### src/hw/rtl/fsc_pkg.sv
// ----------------------------------------------------------------------------
// fsc_pkg: force/torque calibration shared definitions
// Widths, register map, beat payloads, lane control and the coefficient ROM.
// ----------------------------------------------------------------------------
package fsc_pkg;

	localparam int NUM_AXES             = 6;
	localparam int SAMPLE_WIDTH_DEF     = 32;
	localparam int COEF_FRAC_BITS_DEF   = 8;
	localparam int FIELD_W              = 32;
	localparam int DIFF_W               = 33;
	localparam int ROM_W                = 25;
	localparam int ROM_FRAC             = 8;
	localparam int ROM_DEPTH            = 36;
	localparam int ROM_AW               = 6;
	localparam int TAP_W                = 3;
	localparam int GAIN_W               = 32;
	localparam int ADDR_W               = 5;
	localparam int DATA_W               = 32;
	localparam logic [GAIN_W-1:0] GAIN_RESET = 32'd85319175;

	typedef enum logic [2:0] {
		REG_OFFSET_CH0 = 3'd0,
		REG_OFFSET_CH1 = 3'd1,
		REG_OFFSET_CH2 = 3'd2,
		REG_OFFSET_CH3 = 3'd3,
		REG_OFFSET_CH4 = 3'd4,
		REG_OFFSET_CH5 = 3'd5,
		REG_GAIN_SCALE = 3'd6
	} fsc_reg_t;

	typedef struct packed {
		logic                      sensor_side;
		logic signed [FIELD_W-1:0] raw_0;
		logic signed [FIELD_W-1:0] raw_1;
		logic signed [FIELD_W-1:0] raw_2;
		logic signed [FIELD_W-1:0] raw_3;
		logic signed [FIELD_W-1:0] raw_4;
		logic signed [FIELD_W-1:0] raw_5;
	} fsc_in_t;

	typedef struct packed {
		logic signed [FIELD_W-1:0] axis_out_0;
		logic signed [FIELD_W-1:0] axis_out_1;
		logic signed [FIELD_W-1:0] axis_out_2;
		logic signed [FIELD_W-1:0] axis_out_3;
		logic signed [FIELD_W-1:0] axis_out_4;
		logic signed [FIELD_W-1:0] axis_out_5;
		logic                      clipped;
	} fsc_out_t;

	typedef struct packed {
		logic             mac_en;
		logic             issue;
		logic             side;
		logic [TAP_W-1:0] tap;
		logic             acc_en;
		logic             acc_first;
		logic             acc_last;
		logic             ld_s4;
		logic             ld_s5;
		logic             ld_s6;
	} fsc_lane_ctl_t;

	// accumulator width: product of difference and coefficient, plus six-term growth
	function automatic int acc_width(input int frac);
		return DIFF_W + ROM_W + frac - ROM_FRAC + 3;
	endfunction

	// width of the scaled magnitude after the final shift
	function automatic int q_width(input int frac);
		return acc_width(frac) + 1 - frac;
	endfunction

	// row-major calibration matrices, 8 fraction bits; [side][row*6+col]
	localparam logic signed [ROM_W-1:0] COEF_ROM [2][ROM_DEPTH] = '{
		'{
			-25'sd202049,  25'sd28290,    25'sd412563,  -25'sd5810932, -25'sd177802,  25'sd5759936,
			-25'sd311970,  25'sd6820267, -25'sd179888,  -25'sd3340269,  25'sd365664, -25'sd3329266,
			 25'sd8462152, 25'sd303927,   25'sd8292314,  25'sd269394,   25'sd8589797, 25'sd332199,
			-25'sd470,     25'sd48116,   -25'sd137665,  -25'sd29204,    25'sd138122, -25'sd16917,
			 25'sd156303,  25'sd6234,    -25'sd82428,    25'sd37810,   -25'sd76365,  -25'sd43877,
			 25'sd6471,   -25'sd86623,    25'sd2477,    -25'sd83301,    25'sd1536,   -25'sd84853
		},
		'{
			-25'sd72489,   25'sd18747,    25'sd379350,  -25'sd5722882, -25'sd214703,  25'sd5744182,
			-25'sd711638,  25'sd6533067,  25'sd46983,   -25'sd3349172,  25'sd357658, -25'sd3327892,
			 25'sd8010184, 25'sd395611,   25'sd8367839,  25'sd407546,   25'sd8453207, 25'sd711903,
			-25'sd5260,    25'sd43903,   -25'sd133434,  -25'sd28803,    25'sd136186, -25'sd11572,
			 25'sd151222,  25'sd6149,    -25'sd82969,    25'sd34644,   -25'sd76295,  -25'sd44287,
			 25'sd9192,   -25'sd82006,    25'sd4921,    -25'sd84021,    25'sd2250,   -25'sd85589
		}
	};

endpackage

### src/hw/rtl/fsc_merge.sv
// ----------------------------------------------------------------------------
// fsc_merge: lane merge and output register
// Saturates each lane to signed 32 bits, ORs the clip flags, holds the beat.
// ----------------------------------------------------------------------------
module fsc_merge #(
	parameter int COEF_FRAC_BITS = fsc_pkg::COEF_FRAC_BITS_DEF
) (
	input  logic                                        clk,
	input  logic                                        ld,
	input  logic [fsc_pkg::q_width(COEF_FRAC_BITS)-1:0] q [fsc_pkg::NUM_AXES],
	input  logic [fsc_pkg::NUM_AXES-1:0]                neg,
	output fsc_pkg::fsc_out_t                           out_q
);

	localparam int QW = fsc_pkg::q_width(COEF_FRAC_BITS);
	localparam logic [QW-1:0] POS_LIM = QW'(32'h7FFF_FFFF);
	localparam logic [QW-1:0] NEG_LIM = QW'(32'h8000_0000);

	logic [fsc_pkg::FIELD_W-1:0] res [fsc_pkg::NUM_AXES];
	logic [fsc_pkg::NUM_AXES-1:0] sat;

	always_comb begin
		for (int i = 0; i < fsc_pkg::NUM_AXES; i++) begin
			sat[i] = neg[i] ? (q[i] > NEG_LIM) : (q[i] > POS_LIM);
			if (sat[i]) begin
				res[i] = neg[i] ? 32'h8000_0000 : 32'h7FFF_FFFF;
			end else begin
				res[i] = neg[i] ? -q[i][fsc_pkg::FIELD_W-1:0] : q[i][fsc_pkg::FIELD_W-1:0];
			end
		end
	end

	always_ff @(posedge clk) begin
		if (ld) begin
			out_q.axis_out_0 <= res[0];
			out_q.axis_out_1 <= res[1];
			out_q.axis_out_2 <= res[2];
			out_q.axis_out_3 <= res[3];
			out_q.axis_out_4 <= res[4];
			out_q.axis_out_5 <= res[5];
			out_q.clipped    <= |sat;
		end
	end

endmodule

### config.mk
export PLATFORM = sky130hd
export DESIGN_NAME = fsc_merge
export DESIGN_NICKNAME = d
export VERILOG_FILES = /design/src/hw/rtl/fsc_pkg.sv /design/src/hw/rtl/fsc_merge.sv
export SDC_FILE = /design/constraint.sdc
export NUM_CORES = 1
export LEC_CHECK = 0
export ABC_AREA = 1
export BUFFER_PORTS_ARGS = -buffer_cell sky130_fd_sc_hd__buf_2
export CAP_MARGIN = 15
export CORE_AREA = 2 2 207 209
export CTS_CLUSTER_DIAMETER = 40
export CTS_CLUSTER_SIZE = 20
export DETAILED_ROUTE_END_ITERATION = 12
export DIE_AREA = 0 0 209 211
export PLACE_DENSITY = 0.54
export SKIP_CTS_REPAIR_TIMING = 1
export SYNTH_ARGS = -nofsm -noshare
export SYNTH_HDL_FRONTEND = slang
export SYNTH_SLANG_ARGS = --single-unit
### constraint.sdc
create_clock -name clk -period 2.2 [get_ports clk]
set_input_delay 0.22 -clock clk [delete_from_list [all_inputs] [get_ports clk]]
set_output_delay 0.22 -clock clk [all_outputs]
set_load 0.1 [all_outputs]
# ---- After elaboration in Yosys (flattened, before gate mapping)
# Index checks and enable logic that the tools add are counted.
dict set report op_classes {
  addsub 6
  order_cmp 12
  n_mux 24
  reduce_logical 1
}
# operator count
set op_table {}
lappend op_table {{two-way mux 32 bit} 18}
lappend op_table {{> comparator 54 x 31 -> 1 bit, second input constant} 6}
lappend op_table {{> comparator 54 x 32 -> 1 bit, second input constant} 6}
lappend op_table {{negator 32 bit} 6}
lappend op_table {{two-way mux 1 bit} 6}
lappend op_table {{OR reduction 6 bit} 1}
dict set report word_totals {
  elab_cells 50
  output_inout_bits 193
  ff_bits 193
  in_bits 332
}

# ---- Longest topological paths before layout
# Gate-level depths: netlist of run 1.
dict set report logic_depth {
  ltp_word 3
  mapped_depth 13
  ltp_nobuf 13
}

# ---- Worst setup path after synthesis of run 1
# Ideal clock, no wire load.
dict set report synth_timing {
  kind {in2reg}
  from {input q[54] (netlist bit)}
  to {register out_q[64] (netlist bit), data pin}
  path_buffers 1
  setup_time_ns 0.270
  setup_slack_ns 0.608
  cell_stages 10
  arrival_time_ns 1.323
  required_ns 1.930
  path_cell_list {inv_1 > ha_1 > nand3_1 > nor2_1 > nand2_1 > nor2_1 > nand2_1 > nand3_2 > buf_4 > o21ai_0}
}
# element line_no
set synth_rtl {}
lappend synth_rtl {{from (decl)} fsc_merge.sv:10} ;# input logic [fsc_pkg::q_width(COEF_FRAC_BITS)-1:0] q [fsc_pkg::NUM_AXES],
lappend synth_rtl {{to (decl)} fsc_merge.sv:12} ;# output fsc_pkg::fsc_out_t out_q

# ---- Final worst setup path of run 1
dict set report layout_timing {
  from {input q[270] (netlist bit)}
  to {register out_q[0] (netlist bit), data pin}
}
dict set report layout_via {
  elab_chain_len 3
  elab_cells_between_ends 4
  classes_between {order compare: 2; mux: 1; reduce/logical: 1}
}
# element line_no
set layout_lines {}
lappend layout_lines {{> comparator 54 x 31 -> 1 bit / > comparator 54 x 32 -> 1 bit (equally long branches)} fsc_merge.sv:24} ;# sat[i] = neg[i] ? (q[i] > NEG_LIM) : (q[i] > POS_LIM);
lappend layout_lines {{two-way mux 1 bit (*)} fsc_merge.sv:24}
lappend layout_lines {{OR reduction 6 bit (*)} fsc_merge.sv:41} ;# out_q.clipped <= |sat;
# Every way passes the cells marked *; elsewhere a longest branch is shown, timed or not.
# A chain may end at the register's enable or synchronous reset.

==> impl_metrics.toml, run 1 <==
[status]
status = "finished, final reports clean"

[sta]
tightest_slew_ns = 0.575
fmax_ghz = 0.614
grt_setup_unrepaired = "no"
finalWorstSetupSlack_ns = 0.572
timing.final.crit_period_ns = 1.63
setup_viol = 0
slew_headroom_pct = 61.9
slew_violations = 0
fin_crit_sh_pct = 74.0
hold_violations = 0
setup_tns_ns = 0

[clock_network]
clkTransAtPathRegs_ns = 0.07
cts_max_level = 4
clock_sinks = 193
numCtsBuffers = 17
clock_path_buffers = 2
tritoncts = "yes"
cts-root-buf = "clkbuf_16"

[yosys]
yosys_warnings = 0
synth_enable_flop_cells = 193
async_flop_share_pct = 0
syn_area_um2 = 13700
synth_cell_types = 42
ys_ff_latch = 193
avgSynthCellArea_um2 = 7.32
synth_nets = 2211
yosysSeqAreaShare_pct = 42.3
ys.flop_type = "edfxtp_1"
synthCells = 1873

[cells_and_area]
top_regs = "out_q: 193 flops"
largest_reg_flops = 193
synthToLayoutAreaGrowth_pct = 29.7
final_nets = 2741
regMostFlops = "out_q"
drive_gt1_share_pct = 27.5

[floorplanning]
die_h_um = 211
io_pins = 525
dieArea_um2 = 44100
num_rows = 75
start_util_pct = 32.8
dieWidth_um = 209
core-area_um2 = 41800

[setup_path]
cp_max_fo = 16
worstSetupEndpointType = "register"
cp.required_ns = 2.40
critPathKind = "in2reg"
cp-start-kind = "primary input"
critPathArrivalTime_ns = 1.83

[placed_design]
dpl.hpwl_um = 41400
gp_congestion = 0.946
port_buffers = 524
place_ws_ns = 0.128

[route]
vias = 14500
vias_per_cell = 4.91
drt_first_pass_iters = 5
drc = 0
wl_um = 50500
routedWlPerCell_um = 17.1
ant_nets = 0
first_iter_violations = 750

[power_and_ir_drop]
powerDensity_nw_per_um2 = 684
p_int_mw = 7.14
sequentialPowerShare_pct = 37.0
power_frac_comb_pct = 35.3
leakagePower_nw = 8.05
peakVddDrop_mv = 0.391
power_frac_clock_pct = 27.7
p_switching_mw = 5.01
power_switching_share_pct = 41.2

[min_path]
min_path_type = "in2reg"
worstHoldPathCells = 3

[global_route]
grt_pass1_wl_um = 77800
grtUsageTotal_pct = 22.7
grt_overflow = 0
antenna_found_initial = 8
grt_pass1_vias = 14300
grt_max_degree = 48

[run]
max_cap_violations = 0
-- critical path, cell delays in order --
cell and delay, ns:
buf_2 0.09, inv_1 0.07, ha_1 0.18, nand2_1 0.14
nor2_1 0.14, nand2_1 0.09, nor2_1 0.12, nand2_1 0.10
nand3_2 0.29, nand2_1 0.16, nor2_1 0.12, nand3_1 0.08
-- per-stage QoR --
stage / power (mW) / std cells / util, % / cell area, µm² / hold WS [ns]
final: 12.2 / 2961 / 42.6 / 17800 / 0.0635
after global routing: 12.6 / 2960 / 42.6 / 17800 / 0.0488
after CTS: 12.3 / 2954 / 42.5 / 17800 / 0.0293
after detailed placement: 8.87 / 2923 / 41.0 / 17100 / 0.533
after global placement: 8.87 / 2923 / 41.0 / 17100 / 0.532
after floorplan: 7.73 / 1873 / - / 13700 / 0.332
-- cell usage after synthesis (4+ instances only) --
cell      number  area [µm²]
nand2_1      525        1970
nor2_1       331        1240
edfxtp_1     193        5800
nand3_1      188         941
inv_1        143         537
o21ai_0       90         450
xor2_1        80         701
o21ai_1       51         255
nand4_1       34         213
a21oi_1       24         120
clkbuf_1      23        86.3
xnor2_1       23         201
nor3_1        18        90.1
o21ai_2       18         158
nand3b_1      16         120
nor2_2        15        93.8
buf_1         12        45.0
buf_2         11        55.1
or2_2          7        43.8
ha_1           6        75.1
inv_2          6        22.5
nor2_4         6        67.6
o211ai_1       6        45.0
and2_1         5        31.3
buf_4          5        37.5
buf_6          5        56.3
nand2_2        5        31.3
a31oi_1        4        25.0
nand3_2        4        40.0
-- per-layer routing --
layer  track usage (%)  share of wire, %  vias up  routed length (µm)
met5                 0             0.046        -                  23
met4              8.55               2.9        4                1440
met3              4.82               6.3       67                3200
met2              39.9                50      484               25000
li1                  -                 -     7264                   -
met1              27.4                41     6727               20800
-- kinds of logic (layout without fill, tap and decap cells) --
| family | after synthesis | count (layout) | share of synthesized area [%] |
|---|---|---|---|
| other | 0 | 7 | 0 |
| and+or+nand+nor | 1161 | 1161 | 36.1 |
| buffers and inverters | 209 | 751 | 6.26 |
| adders and majority gates | 6 | 6 | 0.548 |
| AOI/OAI and AO/OA | 201 | 201 | 8.25 |
| xor gates and xnor gates | 103 | 103 | 6.58 |
| DFF | 193 | 193 | 42.3 |
-- layout by cell type (no fill, tap or decap), drive strengths merged, types with 2 or more instances in the layout --
master,instances
a21oi,24
xor2,80
o211ai,6
or2,8
o21bai,2
clkbuf,19
a21o,2
ha,6
and3,2
nor2,352
xnor2,23
diode,7
a31oi,4
and2,5
bufinv,4
buf,567
edfxtp,193
inv,153
o21ai,161
nand4,35
nand3,192
nor3,18
o31ai,2
nand3b,16
clkinv,7
nand2,531
-- power groups by stage --
stage          clock network [mW]  logic, mW  registers (mW)
4_1_cts                      3.46       4.31            4.50
5_1_grt                      3.58       4.53            4.53
6_report                     3.37       4.29            4.50
3_5_place_dp                    0       4.30            4.58
2_1_floorplan                   0      0.890            6.84
3_3_place_gp                    0       4.29            4.58
-- area by class of cell --
| type | count | area, µm² |
|---|---|---|
| flip-flops and latches | 193 | 5800 |
| inverters | 152 | 573 |
| diodes | 7 | 17.5 |
| clock buffers | 18 | 429 |
| fillers | 4429 | 24000 |
| clock inverters | 13 | 185 |
| multi-input cells | 1471 | 7050 |
| repair buffers | 568 | 3050 |
| well taps | 539 | 674 |
-- final timing paths --
kind / from / to / slack, ns
worst min-delay path: q[108] / out_q[65] / 0.06
worst max-delay path: q[270] / out_q[0] / 0.57
No activity file was read; power rests on OpenSTA's default activity.
==> run 2: changes to the inputs <==
--- a/config.mk
+++ b/config.mk
@@ -8,12 +8,12 @@
 export ABC_AREA = 1
 export BUFFER_PORTS_ARGS = -buffer_cell sky130_fd_sc_hd__buf_2
 export CAP_MARGIN = 15
-export CORE_AREA = 2 2 207 209
+export CORE_AREA = 2 2 204 206
 export CTS_CLUSTER_DIAMETER = 40
 export CTS_CLUSTER_SIZE = 20
 export DETAILED_ROUTE_END_ITERATION = 12
-export DIE_AREA = 0 0 209 211
-export PLACE_DENSITY = 0.54
+export DIE_AREA = 0 0 206 208
+export PLACE_DENSITY = 0.58
 export SKIP_CTS_REPAIR_TIMING = 1
 export SYNTH_ARGS = -nofsm -noshare
 export SYNTH_HDL_FRONTEND = slang
==> constraint.sdc (replaced) <==
create_clock -name clk -period 1.3 [get_ports clk]
set_input_delay 0.13 -clock clk [delete_from_list [all_inputs] [get_ports clk]]
set_output_delay 0.13 -clock clk [all_outputs]
set_load 0.1 [all_outputs]
==> impl_metrics.toml, run 2 (synthesized netlist as in run 1, its figures left out) <==
[status]
status = "finished, final reports clean"

[cells_and_area]
regMostFlops = "out_q"
fillers = 3904
final_cell_mix = "buf_4, nand2_1, buf_2"
top_regs = "out_q: 193 flops"
final_common_cell = "buf_4"
register_area_um2 = 5800
final_cell_count_no_fill = 3390
final_nets = 3179
design_area_um2 = 22300
multiInputGateArea_um2 = 7460
synthToLayoutAreaGrowth_pct = 62.8
drive_gt1_share_pct = 41.9
largest_reg_flops = 193

[sta]
fin_crit_sh_pct = 99.2
timing.final.crit_period_ns = 1.29
tightest_slew_ns = 0.444
fmax_ghz = 0.775
hold_violations = 0
setup_viol = 0
slew_headroom_pct = 70.2
hold_slack_ns = 0.0463
slew_violations = 0
grt_setup_unrepaired = "yes"

[floorplanning]
die_h_um = 208
core-area_um2 = 40600
num_rows = 74
start_util_pct = 33.8
dieWidth_um = 206
dieArea_um2 = 42800
io_pins = 525

[setup_path]
slowest_stage = "nor2_4"
worstSetupEndpointType = "register"
cp_max_fo = 6
startpoint = "q[163]"
critPathArrivalTime_ns = 1.50
cp-start-kind = "primary input"
endpoint = "out_q[0]"
max_stage_delay_ns = 0.15
path_common_cell = "nand2_1"
cp.required_ns = 1.51
crit_chain = "buf_2 -> inv_4 -> ha_4 -> nand2_4 -> nor2_1 -> nand2_1 -> nor2_1 -> nand2_1 -> nand3_1 -> buf_12 -> nand2_1 -> nor2_4 -> nand3_1"
critPathKind = "in2reg"

[power_and_ir_drop]
leakagePower_nw = 10.5
peakVddDrop_mv = 0.942
powerDensity_nw_per_um2 = 969

[global_route]
grt_overflow = 0
grtUsageTotal_pct = 24.3
antenna_found_initial = 12
grt_pass1_vias = 16000
grt_pass1_wl_um = 80700
grt_max_degree = 53

[placed_design]
placed_cells = 3350
placed_area_um2 = 21000
gp_congestion = 0.947
port_buffers = 524
dpl.hpwl_um = 44700

[clock_network]
clock_path_buffers = 2
clkTransAtPathRegs_ns = 0.07
numCtsBuffers = 17
tritoncts = "yes"
cts-root-buf = "clkbuf_16"
cts_max_level = 4
clock_sinks = 193

[route]
vias = 16200
drt_first_pass_iters = 5
drc = 0
routedWlPerCell_um = 15.7
ant_nets = 0
vias_per_cell = 4.79
first_iter_violations = 668
wl_um = 53200

[run]
max_cap_violations = 0

[min_path]
min_path_type = "in2reg"
[run 2: changes by cell type in the layout (fill, tap and decap cells not counted), sizes merged]
| cell | change |
|---|---|
| buf | +344 |
| bufinv | -3 |
| clkbuf | +92 |
| clkinv | -2 |
| clkinvlp | +4 |
| diode | -3 |
| inv | +4 |
[run 2: how the worst min path moves through the flow]
| stage | startpoint | end | slack (ns) | cells after the start |
|---|---|---|---|---|
| finish | ld | out_q[24] | 0.05 | 1 |
| global route | q[108] | out_q[65] | 0.03 | 3 |
| CTS | q[138] | out_q[95] | 0.01 | 4 |
| detailed placement | q[108] | out_q[65] | 0.52 | 3 |
| global placement | ld | out_q[24] | 0.51 | 1 |
| floorplan | ld | out_q[0] | 0.24 | 0 |
[run 2: through the flow]
stage / setup slack [ns] / power [mW] / TNS [ns] / utilization [%]
6_report: 0.00976 / 21.6 / 0 / 55.0
5_1_grt: -0.0820 / 22.5 / -0.283 / 55.0
4_1_cts: -0.162 / 21.5 / -15.25 / 53.2
3_5_place_dp: -0.637 / 16.1 / -64.46 / 51.7
3_3_place_gp: -0.620 / 16.1 / -60.70 / 51.7
2_1_floorplan: -0.0210 / 13.1 / -0.134 / -
[run 2: area by class of cell]
type | instances | share of cell area (%)
repair inverters | 1 | 0.0393
clock inverters | 15 | 0.662
inverters | 152 | 2.89
repair buffers | 1005 | 32.0
diodes | 4 | 0.0449
multi-input cells | 1471 | 33.4
clock buffers | 17 | 1.91
flip-flops and latches | 193 | 26.0
well taps | 532 | 2.98
[run 2: worst max-delay path, delay by kind of cell]
kind          cells  cell delay (ns)
simple gates      9             0.89
buf+inv           3             0.32
fa+ha+maj         1             0.14
[run 2: routing by layer]
| layer | global-route usage [%] | routed length [µm] | vias up |
|---|---|---|---|
| met3 | 5.17 | 3850 | 92 |
| met2 | 42.9 | 26300 | 545 |
| li1 | - | - | 8141 |
| met5 | 0 | 112 | - |
| met4 | 9.46 | 1670 | 16 |
| met1 | 28.4 | 21300 | 7446 |
[run 2: report_power, final]
group / leakage [nW] / internal (mW) / total (mW) / switching, mW
logic: 8.29 / 2.56 / 8.67 / 6.11
registers: 1.90 / 7.46 / 7.67 / 0.208
clock network: 0.267 / 2.69 / 5.29 / 2.59
total: 10.5 / 12.7 / 21.6 / 8.91
